$ cat src/sv/apfb_pkg.sv
// Shared constants, codes and controller/datapath command types for the
// anti-aliased point frame buffer. No dependencies.
package apfb_pkg;

    localparam int COORD_W     = 20;
    localparam int CHAN_W      = 8;
    localparam int OP_W        = 3;
    localparam int PANEL_W     = 6;
    localparam int PIXEL_W     = 3 * CHAN_W;
    localparam int CFG_INDEX_W = 1;

    localparam int DEF_STORE_WIDTH   = 32;
    localparam int DEF_STORE_HEIGHT  = 32;
    localparam int DEF_FRACTION_BITS = 8;

    localparam logic [PANEL_W-1:0] PANEL_RESET = 6'd32;

    localparam logic [OP_W-1:0] OP_SET   = 3'd0;
    localparam logic [OP_W-1:0] OP_ADD   = 3'd1;
    localparam logic [OP_W-1:0] OP_SPLAT = 3'd2;
    localparam logic [OP_W-1:0] OP_FILL  = 3'd3;
    localparam logic [OP_W-1:0] OP_READ  = 3'd4;

    localparam logic [CFG_INDEX_W-1:0] REG_PANEL_WIDTH  = 1'b0;
    localparam logic [CFG_INDEX_W-1:0] REG_PANEL_HEIGHT = 1'b1;

    localparam logic [1:0] TGT_BASE = 2'b00;
    localparam logic [1:0] TGT_LAST = 2'b11;

    typedef struct packed {
        logic       load_item;
        logic [1:0] tgt;
        logic       unit_weight;
        logic       calc_weight;
        logic       mem_rd;
        logic       calc_scale;
        logic       wr_set;
        logic       wr_add;
        logic       fill_start;
        logic       fill_step;
        logic       clr_step;
        logic       rsp_load;
    } cmd_t;

    typedef struct packed {
        logic [OP_W-1:0] op;
        logic            clr_last;
        logic            fill_last;
        logic            fill_empty;
    } status_t;

endpackage

$ cat src/sv/apfb_ctrl.sv
// Controller state machine: sequences clear, set, add, splat, fill and read.
// Depends on apfb_pkg; drives apfb_datapath through cmd_t.
module apfb_ctrl (
    input  logic             clk,
    input  logic             rst_n,
    input  logic             req_valid,
    output logic             req_ready,
    output logic             rsp_valid,
    input  logic             rsp_ready,
    input  apfb_pkg::status_t status,
    output apfb_pkg::cmd_t   cmd
);
    import apfb_pkg::*;

    localparam logic [2:0] ST_CLEAR  = 3'd0;
    localparam logic [2:0] ST_IDLE   = 3'd1;
    localparam logic [2:0] ST_DECODE = 3'd2;
    localparam logic [2:0] ST_WEIGHT = 3'd3;
    localparam logic [2:0] ST_SCALE  = 3'd4;
    localparam logic [2:0] ST_WRITE  = 3'd5;
    localparam logic [2:0] ST_FILL   = 3'd6;
    localparam logic [2:0] ST_DONE   = 3'd7;

    logic [2:0] state_reg, state_next;
    logic [1:0] tgt_reg, tgt_next;
    logic       rsp_valid_reg, rsp_valid_next;

    always_comb
    begin
        state_next     = state_reg;
        tgt_next       = tgt_reg;
        rsp_valid_next = rsp_valid_reg && !rsp_ready;
        req_ready      = 1'b0;
        cmd            = '0;
        cmd.tgt        = tgt_reg;
        unique case (state_reg)
            ST_CLEAR:
            begin
                cmd.clr_step = 1'b1;
                if (status.clr_last)
                begin
                    state_next = ST_IDLE;
                end
            end
            ST_IDLE:
            begin
                req_ready = 1'b1;
                if (req_valid)
                begin
                    cmd.load_item = 1'b1;
                    tgt_next      = TGT_BASE;
                    state_next    = ST_DECODE;
                end
            end
            ST_DECODE:
            begin
                unique case (status.op) inside
                    OP_SET:
                    begin
                        cmd.wr_set = 1'b1;
                        state_next = ST_DONE;
                    end
                    OP_ADD, OP_SPLAT:
                    begin
                        state_next = ST_WEIGHT;
                    end
                    OP_FILL:
                    begin
                        cmd.fill_start = 1'b1;
                        state_next     = status.fill_empty ? ST_DONE : ST_FILL;
                    end
                    OP_READ:
                    begin
                        cmd.mem_rd = 1'b1;
                        state_next = ST_DONE;
                    end
                    default:
                    begin
                        state_next = ST_DONE;
                    end
                endcase
            end
            ST_WEIGHT:
            begin
                cmd.calc_weight = 1'b1;
                cmd.unit_weight = (status.op == OP_ADD);
                cmd.mem_rd      = 1'b1;
                state_next      = ST_SCALE;
            end
            ST_SCALE:
            begin
                cmd.calc_scale = 1'b1;
                state_next     = ST_WRITE;
            end
            ST_WRITE:
            begin
                cmd.wr_add = 1'b1;
                if ((status.op == OP_SPLAT) && (tgt_reg != TGT_LAST))
                begin
                    tgt_next   = tgt_reg + 2'b01;
                    state_next = ST_WEIGHT;
                end
                else
                begin
                    state_next = ST_DONE;
                end
            end
            ST_FILL:
            begin
                cmd.fill_step = 1'b1;
                if (status.fill_last)
                begin
                    state_next = ST_DONE;
                end
            end
            ST_DONE:
            begin
                if (!rsp_valid_reg || rsp_ready)
                begin
                    cmd.rsp_load   = 1'b1;
                    rsp_valid_next = 1'b1;
                    state_next     = ST_IDLE;
                end
            end
            default:
            begin
                state_next = ST_IDLE;
            end
        endcase
    end

    always_ff @(posedge clk or negedge rst_n)
    begin
        if (!rst_n)
        begin
            state_reg     <= ST_CLEAR;
            tgt_reg       <= TGT_BASE;
            rsp_valid_reg <= 1'b0;
        end
        else
        begin
            state_reg     <= state_next;
            tgt_reg       <= tgt_next;
            rsp_valid_reg <= rsp_valid_next;
        end
    end

    assign rsp_valid = rsp_valid_reg;
endmodule

$ cat config.mk
export PLATFORM = sky130hd
export DESIGN_NAME = apfb_ctrl
export DESIGN_NICKNAME = d
export VERILOG_FILES = /design/src/sv/apfb_pkg.sv /design/src/sv/apfb_ctrl.sv
export SDC_FILE = /design/constraint.sdc
export NUM_CORES = 1
export LEC_CHECK = 0
export BUFFER_PORTS_ARGS = -buffer_cell sky130_fd_sc_hd__clkbuf_2
export CORE_AREA = 2 2 39 41
export CTS_BUF_LIST = sky130_fd_sc_hd__clkbuf_4 sky130_fd_sc_hd__clkbuf_8
export CTS_CLUSTER_DIAMETER = 50
export DETAILED_ROUTE_END_ITERATION = 12
export DIE_AREA = 0 0 41 43
export PLACE_DENSITY = 0.7
export SLEW_MARGIN = 30
export SYNTH_ARGS = -nofsm -noshare
export SYNTH_HDL_FRONTEND = slang
export SYNTH_SLANG_ARGS = --single-unit
$ cat constraint.sdc
create_clock -name clk -period 3.63 [get_ports clk]
set_input_delay 0.1815 -clock clk [delete_from_list [all_inputs] [get_ports clk]]
set_output_delay 0.1815 -clock clk [all_outputs]
set_load 0.01 [all_outputs]
# Yosys cells after proc, flatten, opt, wreduce, memory -nomap -nowiden
# Cells that the tools add are included.
[classes]
n_addsub = 1
n_eq_ne = 17
muxes = 29
reduce_logical = 11
[op_table]
columns = ["cell", "count"]
rows = [
  ["$pmux W3 S8", 1],
  ["$mux W1", 17],
  ["$eq A3 B3 Y1 const B", 5],
  ["$mux W3", 5],
  ["$eq A3 B2 Y1 const B", 4],
  ["$ne A2 B2 Y1 const B", 6],
  ["$eq A3 B1 Y1 const B", 2],
  ["$logic_not A3 Y1", 2],
  ["$mux W2", 3],
  ["$pmux W3 S2", 1],
  ["$pmux W2 S2", 1],
  ["$reduce_and A4 Y1", 1],
  ["$reduce_and A3 Y1", 1],
  ["$add A2 B1 Y2 const B", 1],
  ["$logic_and A1 B1 Y1", 2],
  ["$logic_not A1 Y1", 2],
  ["$pmux W1 S2", 1],
  ["$reduce_bool A2 Y1", 1],
  ["$reduce_or A2 Y1", 1],
  ["$logic_or A1 B1 Y1", 1],
]
[word_totals]
register_bits = 6
inputBits = 10
output_inout_bits = 15
elab_cells = 61

# Logic depth before layout (Yosys ltp)
# Gate-level depths: netlist of the first run.
[depth]
ltp_word = 4
depth_mapped = 7
depth_no_buf = 7

# Worst setup path before layout of the first run
# Ideal clock, no wire load.
[synth_timing]
kind = "flip-flop to flip-flop"
start = "register state_reg[0]"
end = "register state_reg[0]"
setup_time_ns = 0.128
t_arrival_ns = 1.385
required_ns = 3.502
path_slack_ns = 2.118
path_stages_with_launch = 6
path_buffers = 0
period_less_slack_ns = 1.512
cell_sequence = "dfrtp_1 > inv_1 > ha_1 > a22o_1 > a21oi_2 > mux2_1"
[synth_via]
elab_chain_cells = 3
word_cells_on_any_way = 14
cone_classes = "eq/ne (11); mux (1); reduce/logical (2)"
[synth_lines]
columns = ["element", "line_no", "source"]
rows = [
  ["from (decl)", "apfb_ctrl.sv:24", "logic [2:0] state_reg, state_next;"],
  ["from (signal assigned)", "apfb_ctrl.sv:142", "state_reg <= state_next;"],
  ["$eq A3 B3 Y1 (tied with other cells)", "apfb_ctrl.sv:36", "unique case (state_reg)"],
  ["$ne A2 B2 Y1 (no source line)", "--", ""],
  ["$reduce_and A4 Y1 (no source line)", "--", ""],
]
# Parallel ways exist; a longest one is shown, timed or not.
# A chain may end at the register's enable or synchronous reset.

==> impl_results.md, run 1 <==
- WS Path Type: reg2out
- Commonest cells post-synth: nor2_1, dfrtp_1, inv_1
- Final HPWL DP: 906 um
- Number of flip-flops under the largest register name: 3
- Layout cell share with drive strength beyond 1: 0.352
- Area growth syn-to-layout: 30.7%
- Final WL: 1.11 mm
- Worst slew margin: 0.723
- Post-synth EDFFs: 0
- Total Negative Setup Slacks: 0 ns
- Min Tclk post-route: 1.65 ns
- CP startpoint: state_reg[0]
- First-pass GRT wire length: 1.68 mm
- Library cells used by synthesis: 27
- Clock Sinks: 6
- Largest net degree at the start of global routing: 15
- Slew Viols, Final: 0
- Max_cap viols: 0
- Main synth FF type: dfrtp_1
- Initial Utilization: 0.380
- Tcrit/Tclk final: 0.455
- Initial antenna violation count: 0
- Syn Inst Count: 64
- Vias per cell: 4.92
- Vias: 526
- PostCTS Resize Cnt: 0
- Worst min path class: in2reg
- Max Clock Freq: 0.605 GHz
- Crit path to: cmd[5]
- Critical path arrival: 1.47 ns
- NumNets Final: 108
- Gpl congestion: 0.711
- Routed Antenna Nets: 0
- CTS clk-pin slew, worst paths: 0.04 ns
- Drt wl/cell: 10.4 um
- Largest family of logic cells by synthesized area: simple AND/OR/NAND/NOR gates
- Multi-input logic area: 338 um^2
- Synth area leaders: dfrtp_1, ha_1, nor2_1
- Core area: 1380 um^2
- Setup violators final: 0
- H-tree Lvls: 1
- Pleak: 0.000378 uW
- Slew @ Worst Pin: 0.416 ns
- Top cell type's share of synthesized area: 0.286
- Max clock buf depth: 2
- FF-to-FF Start: state_reg[0]
- Unrepaired setup endpoints after global routing: false
- Hold_buf cts: 1
- Insertion delay to the later sink of the worst-skew pair: 0.24 ns
- Worst r2r dst: state_reg[0]
- Crit. End Element: primary output
- Simple-gate share of the synthesized area: 0.338
- Drt first pass iters: 2
- Die Span X: 41 um
- # diodes: 0
- Overflow left after global routing: 0
- Mapped Area: 526 um^2
- # rows: 14
- Storage cell area: 150 um^2
- Status: completed
- Vias in the first global route: 438
- Critical Path Start Type: register
- CTS tree: yes
- Critical Path RT: 3.45 ns
- # IOs: 25
- TritonCTS buffer count: 3
- Port Buffers: 24
- Iteration-0 DRC Markers: 2
- Depth of the worst register-to-register path: 5
- Seq/Total Area, Yosys: 0.286
- Critical path peak fanout: 7
- PD cells: 714 nW/um^2
- Worst R2R Setup Slack: 1.98 ns
- Clock Root Buffer: clkbuf_4
- Worst IR drop on VDD: 0.339 mV
- Skew final: 0.00477 ns
- Adder-Cell Fraction of Synth Area: 0.119
- Complex-gate fraction of the synthesized area: 0.143
- Leading area contributor after synthesis: dfrtp_1
- Synth Area in XOR/XNOR: 0
- Post-route cell area: 687 um^2
- Asr flop ratio synth: 1.00
- Final Hold Vio Count: 0
- Aggregate global-route resource usage: 0.143
- Avg Cell Area, Syn: 8.21 um^2
- Die extent in y: 43 um
- Synth warn: 0
- Die ar.: 1760 um^2
- Post-Syn Nets: 79
- Most numerous cell in the Yosys netlist: nor2_1
- Mux cell area share after synthesis: 0.0429
- Placed Area: 654 um^2
- #FFs+latches synth: 6
- # DRC: 0
- Total setup buffers inserted after CTS: 0
- Filler Cells Inserted: 145
==> worst max-delay path, cell delays in order, from the launching register on <==
cell,delay [ns]
dfrtp_1,0.40
inv_1,0.09
ha_1,0.27
nand2b_1,0.12
nor4_1,0.17
clkbuf_2,0.17
==> area by class of cell <==
cell class / count / area share
clock buffers: 3 / 0.0328
inverters: 7 / 0.0383
multi-input cells: 50 / 0.492
flip-flops and latches: 6 / 0.219
well taps: 16 / 0.0291
repair buffers: 25 / 0.189
==> worst min-delay path by stage <==
stage,startpoint,end,depth (start not counted)
3_3_place_gp,rst_n,tgt_reg[0],1
5_1_grt,rsp_ready,rsp_valid,3
2_1_floorplan,rst_n,rsp_valid,0
3_5_place_dp,rst_n,tgt_reg[1],1
6_report,rsp_ready,rsp_valid,3
4_1_cts,rsp_ready,rsp_valid,3
==> power breakdown <==
group | switching, uW | internal [uW] | total, uW | leakage, uW
registers | 36.7 | 95.1 | 132 | 0.0000760
logic | 161 | 139 | 300 | 0.000288
clock network | 21.7 | 37.2 | 58.9 | 0.0000138
==> logic make-up after synthesis <==
logic type / after synthesis
and+or+nand+nor: 32
AOI/OAI and AO/OA: 11
buffers and inverters: 8
DFF: 6
adders and majority gates: 5
muxes: 2
==> routing by layer <==
metal,vias to the layer above,share of wire,track usage
met5,-,0,0
met4,0,0.0054,0.100
met3,2,0.059,0.0314
met2,17,0.47,0.228
met1,235,0.46,0.157
li1,272,-,-
==> cell usage in the layout, fill, tap and decap left out, drive strengths merged, types with 2 or more instances in the layout <==
cell type / count
nor2: 7
ha: 5
clkbuf: 27
nand3: 3
inv: 7
o21ai: 5
nor2b: 4
and2: 2
dfrtp: 6
nand2: 5
nand2b: 4
nor3: 2
mux2: 2
a21oi: 2
==> metrics by stage <==
step	worst slack (ns)	utilization	hold WS (ns)	std cells	total power (uW)
5_1_grt	1.80	0.496	0.276	107	547
6_report	1.98	0.496	0.273	107	491
2_1_floorplan	2.12	-	-0.114	64	349
4_1_cts	1.96	0.496	0.261	107	499
3_5_place_dp	1.99	0.473	0.0115	103	435
3_3_place_gp	2.06	0.473	0.00915	103	425
Note: power is estimated with default switching activity, not from simulation.
==> inputs of run 2 (changes only) <==
--- a/config.mk
+++ b/config.mk
@@ -11,7 +11,7 @@
 export CTS_CLUSTER_DIAMETER = 50
 export DETAILED_ROUTE_END_ITERATION = 12
 export DIE_AREA = 0 0 41 43
-export PLACE_DENSITY = 0.7
+export PLACE_DENSITY = 0.73
 export SLEW_MARGIN = 30
 export SYNTH_ARGS = -nofsm -noshare
 export SYNTH_HDL_FRONTEND = slang
==> constraint.sdc (replaced) <==
create_clock -name clk -period 1.4 [get_ports clk]
set_input_delay 0.07 -clock clk [delete_from_list [all_inputs] [get_ports clk]]
set_output_delay 0.07 -clock clk [all_outputs]
set_load 0.01 [all_outputs]
==> run 2 against run 1 <==
The run now ends with negative setup slack left. Via count is 17% higher. Combinational power grew to 5.3 times the previous value. Clock power rose to 2.6 times the previous value. Sequential power rose to 3.1 times the previous value. Routed wire length rose by 49%. Non-clock buffer count is 13 higher. Critical path type is now reg2reg. Critical endpoint is now state_reg[0].
==> impl_results.md, run 2 (same netlist as run 1, synthesis figures left out) <==
- PD cells: 2090 nW/um^2 (+190%)
- Failing checks: negative setup slack
- Vias in the first global route: 508 (+16%)
- Clock Root Buffer: clkbuf_4
- Vias: 615 (+17%)
- Crit. End Element: register
- Initial Utilization: 0.380 (unchanged)
- Worst slew margin: 0.808 (+0.0850)
- Number of flip-flops under the largest register name: 3 (unchanged)
- NumNets Final: 121 (+12%)
- Die ar.: 1760 um^2 (unchanged)
- Unrepaired setup endpoints after global routing: true
- Critical Path Start Type: register
- WS Path Type: reg2reg
- Port Buffers: 24 (unchanged)
- Slew Viols, Final: 0 (unchanged)
- Clock Sinks: 6 (unchanged)
- Critical path arrival: 1.64 ns (+0.17 ns)
- Worst IR drop on VDD: 1.39 mV (+310%)
- # IOs: 25 (unchanged)
- Layout cell share with drive strength beyond 1: 0.712 (+0.360)
- Final WL: 1.66 mm (+49%)
- # DRC: 0 (unchanged)
- Slew @ Worst Pin: 0.288 ns (-0.127 ns)
- CP peak stage delay: 0.45 ns (+0.05 ns)
- Setup slack after layout: -0.122 ns (-2.10 ns)
- Critical-path cell list: inv_4, ha_4, buf_6, buf_6, nor3_1, nor2_1, nand2_1, mux2_4
- Max clock buf depth: 2 (unchanged)
- TritonCTS buffer count: 3 (unchanged)
- Skew final: 0.00128 ns (-0.00349 ns)
- Largest net degree at the start of global routing: 13 (-2)
- H-tree Lvls: 1 (unchanged)
- Cell repeated most along the worst path: buf_6
- Post-route cell area: 1030 um^2 (+51%)
- Final Hold Vio Count: 0 (unchanged)
- Final core utilization: 0.748 (+0.251)
- # rows: 14 (unchanged)
- Insertion delay to the later sink of the worst-skew pair: 0.24 ns (about the same)
- Most frequent cells in the layout: clkbuf_2, buf_6, nor2_1
- Gpl congestion: 0.717 (+0.86%)
- Placed insts: 109 (+5.8%)
- Area growth syn-to-layout: 96.9%
- CTS clk-pin slew, worst paths: 0.04 ns (about the same)
- First-pass GRT wire length: 2.08 mm (+24%)
- Max_cap viols: 0 (unchanged)
- Die extent in y: 43 um (unchanged)
- Overflow left after global routing: 0 (unchanged)
- Routed Antenna Nets: 0 (unchanged)
- Drt first pass iters: 2 (unchanged)
- Final HPWL DP: 976 um (+7.7%)
- Min Tclk post-route: 1.52 ns
- Max Clock Freq: 0.657 GHz
- Final non-filler cell total: 120 (+12%)
- Core area: 1380 um^2 (unchanged)
- Setup violators final: 14 (+14)
- Die Span X: 41 um (unchanged)
- Drt wl/cell: 13.9 um (+33%)
- Vias per cell: 5.13 (+4.3%)
- Pleak: 0.000496 uW (+31%)
- Critical path peak fanout: 4 (-3)
- Tcrit/Tclk final: 1.09
- Critical Path RT: 1.52 ns (-1.93 ns)
- # diodes: 0 (unchanged)
- Status: finished with violations
- Most common cell after layout, fill and taps aside: clkbuf_2
- Worst min path class: in2reg
- Aggregate global-route resource usage: 0.172 (+0.0293)
- Slowest CP cell: dfrtp_2
- Iteration-0 DRC Markers: 6 (+4)
- CTS tree: yes
- Power, Total: 2160 uW (+340%)
- Initial antenna violation count: 0 (unchanged)
- Placed Area: 702 um^2 (+7.3%)
==> run 2: final cells by class <==
| cell class | instances | area (um^2) |
|---|---|---|
| Multi-Input combinational cell | 50 | 520 |
| Fill cell | 110 | 349 |
| Timing Repair Buffer | 38 | 287 |
| Sequential cell | 6 | 154 |
| Inverter | 7 | 31.3 |
| Clock buffer | 3 | 22.5 |
| Tap cell | 16 | 20.0 |
==> run 2: report_power, final <==
group / internal (uW) / total, uW / switching [uW]
Sequential: 255 / 412 / 157
Combinational: 913 / 1600 / 683
Clock: 96.7 / 155 / 58.6
==> run 2: final timing paths <==
| kind | startpoint | to | slack [ns] | cells after the start |
|---|---|---|---|---|
| worst max-delay path | state_reg[0] | state_reg[0] | -0.12 | 8 |
| worst min-delay path | rsp_ready | rsp_valid | 0.15 | 3 |
| worst max register to register | state_reg[0] | state_reg[0] | -0.12 | 8 |
| worst min register to register | tgt_reg[0] | tgt_reg[0] | 0.56 | 1 |
| max in group asynchronous | rst_n | state_reg[0] | 1.05 | 2 |
| min in group asynchronous | rst_n | tgt_reg[1] | 0.19 | 2 |
==> run 2: timing repair <==
action / CTS / global route
hold endpoints to repair: 6 / 0
buffers inserted: 7 / 1
gates resized for setup: 26 / 35
endpoints found under the setup margin: 10 / 15
pin swaps: 7 / 9
hold buffers: 1 / 0
==> run 2: critical path, delay by kind of cell, from the launching register on <==
| family | cells | cell delay [ns] |
|---|---|---|
| mux | 1 | 0.27 |
| buf+inv | 3 | 0.32 |
| flops | 1 | 0.45 |
| simple gates | 3 | 0.23 |
| fa+ha+maj | 1 | 0.13 |
==> run 2: metal layers <==
layer | up-vias | global-route usage | part of all wire
li1 | 299 | - | -
met1 | 298 | 0.196 | 0.38
met2 | 16 | 0.297 | 0.58
met3 | 2 | 0.0366 | 0.039
met4 | 0 | 0.0600 | 0.0066
met5 | - | 0 | 0
==> run 2: through the flow <==
stage               setup WS [ns]  hold slack (ns)  setup TNS (ns)
global placement          -0.0624          -0.0990          -0.123
floorplan                 -0.0474           -0.226         -0.0948
finish                     -0.122            0.149          -0.995
CTS                        -0.133            0.143           -1.03
global route               -0.177            0.167           -1.79
detailed placement         -0.124          -0.0971          -0.254
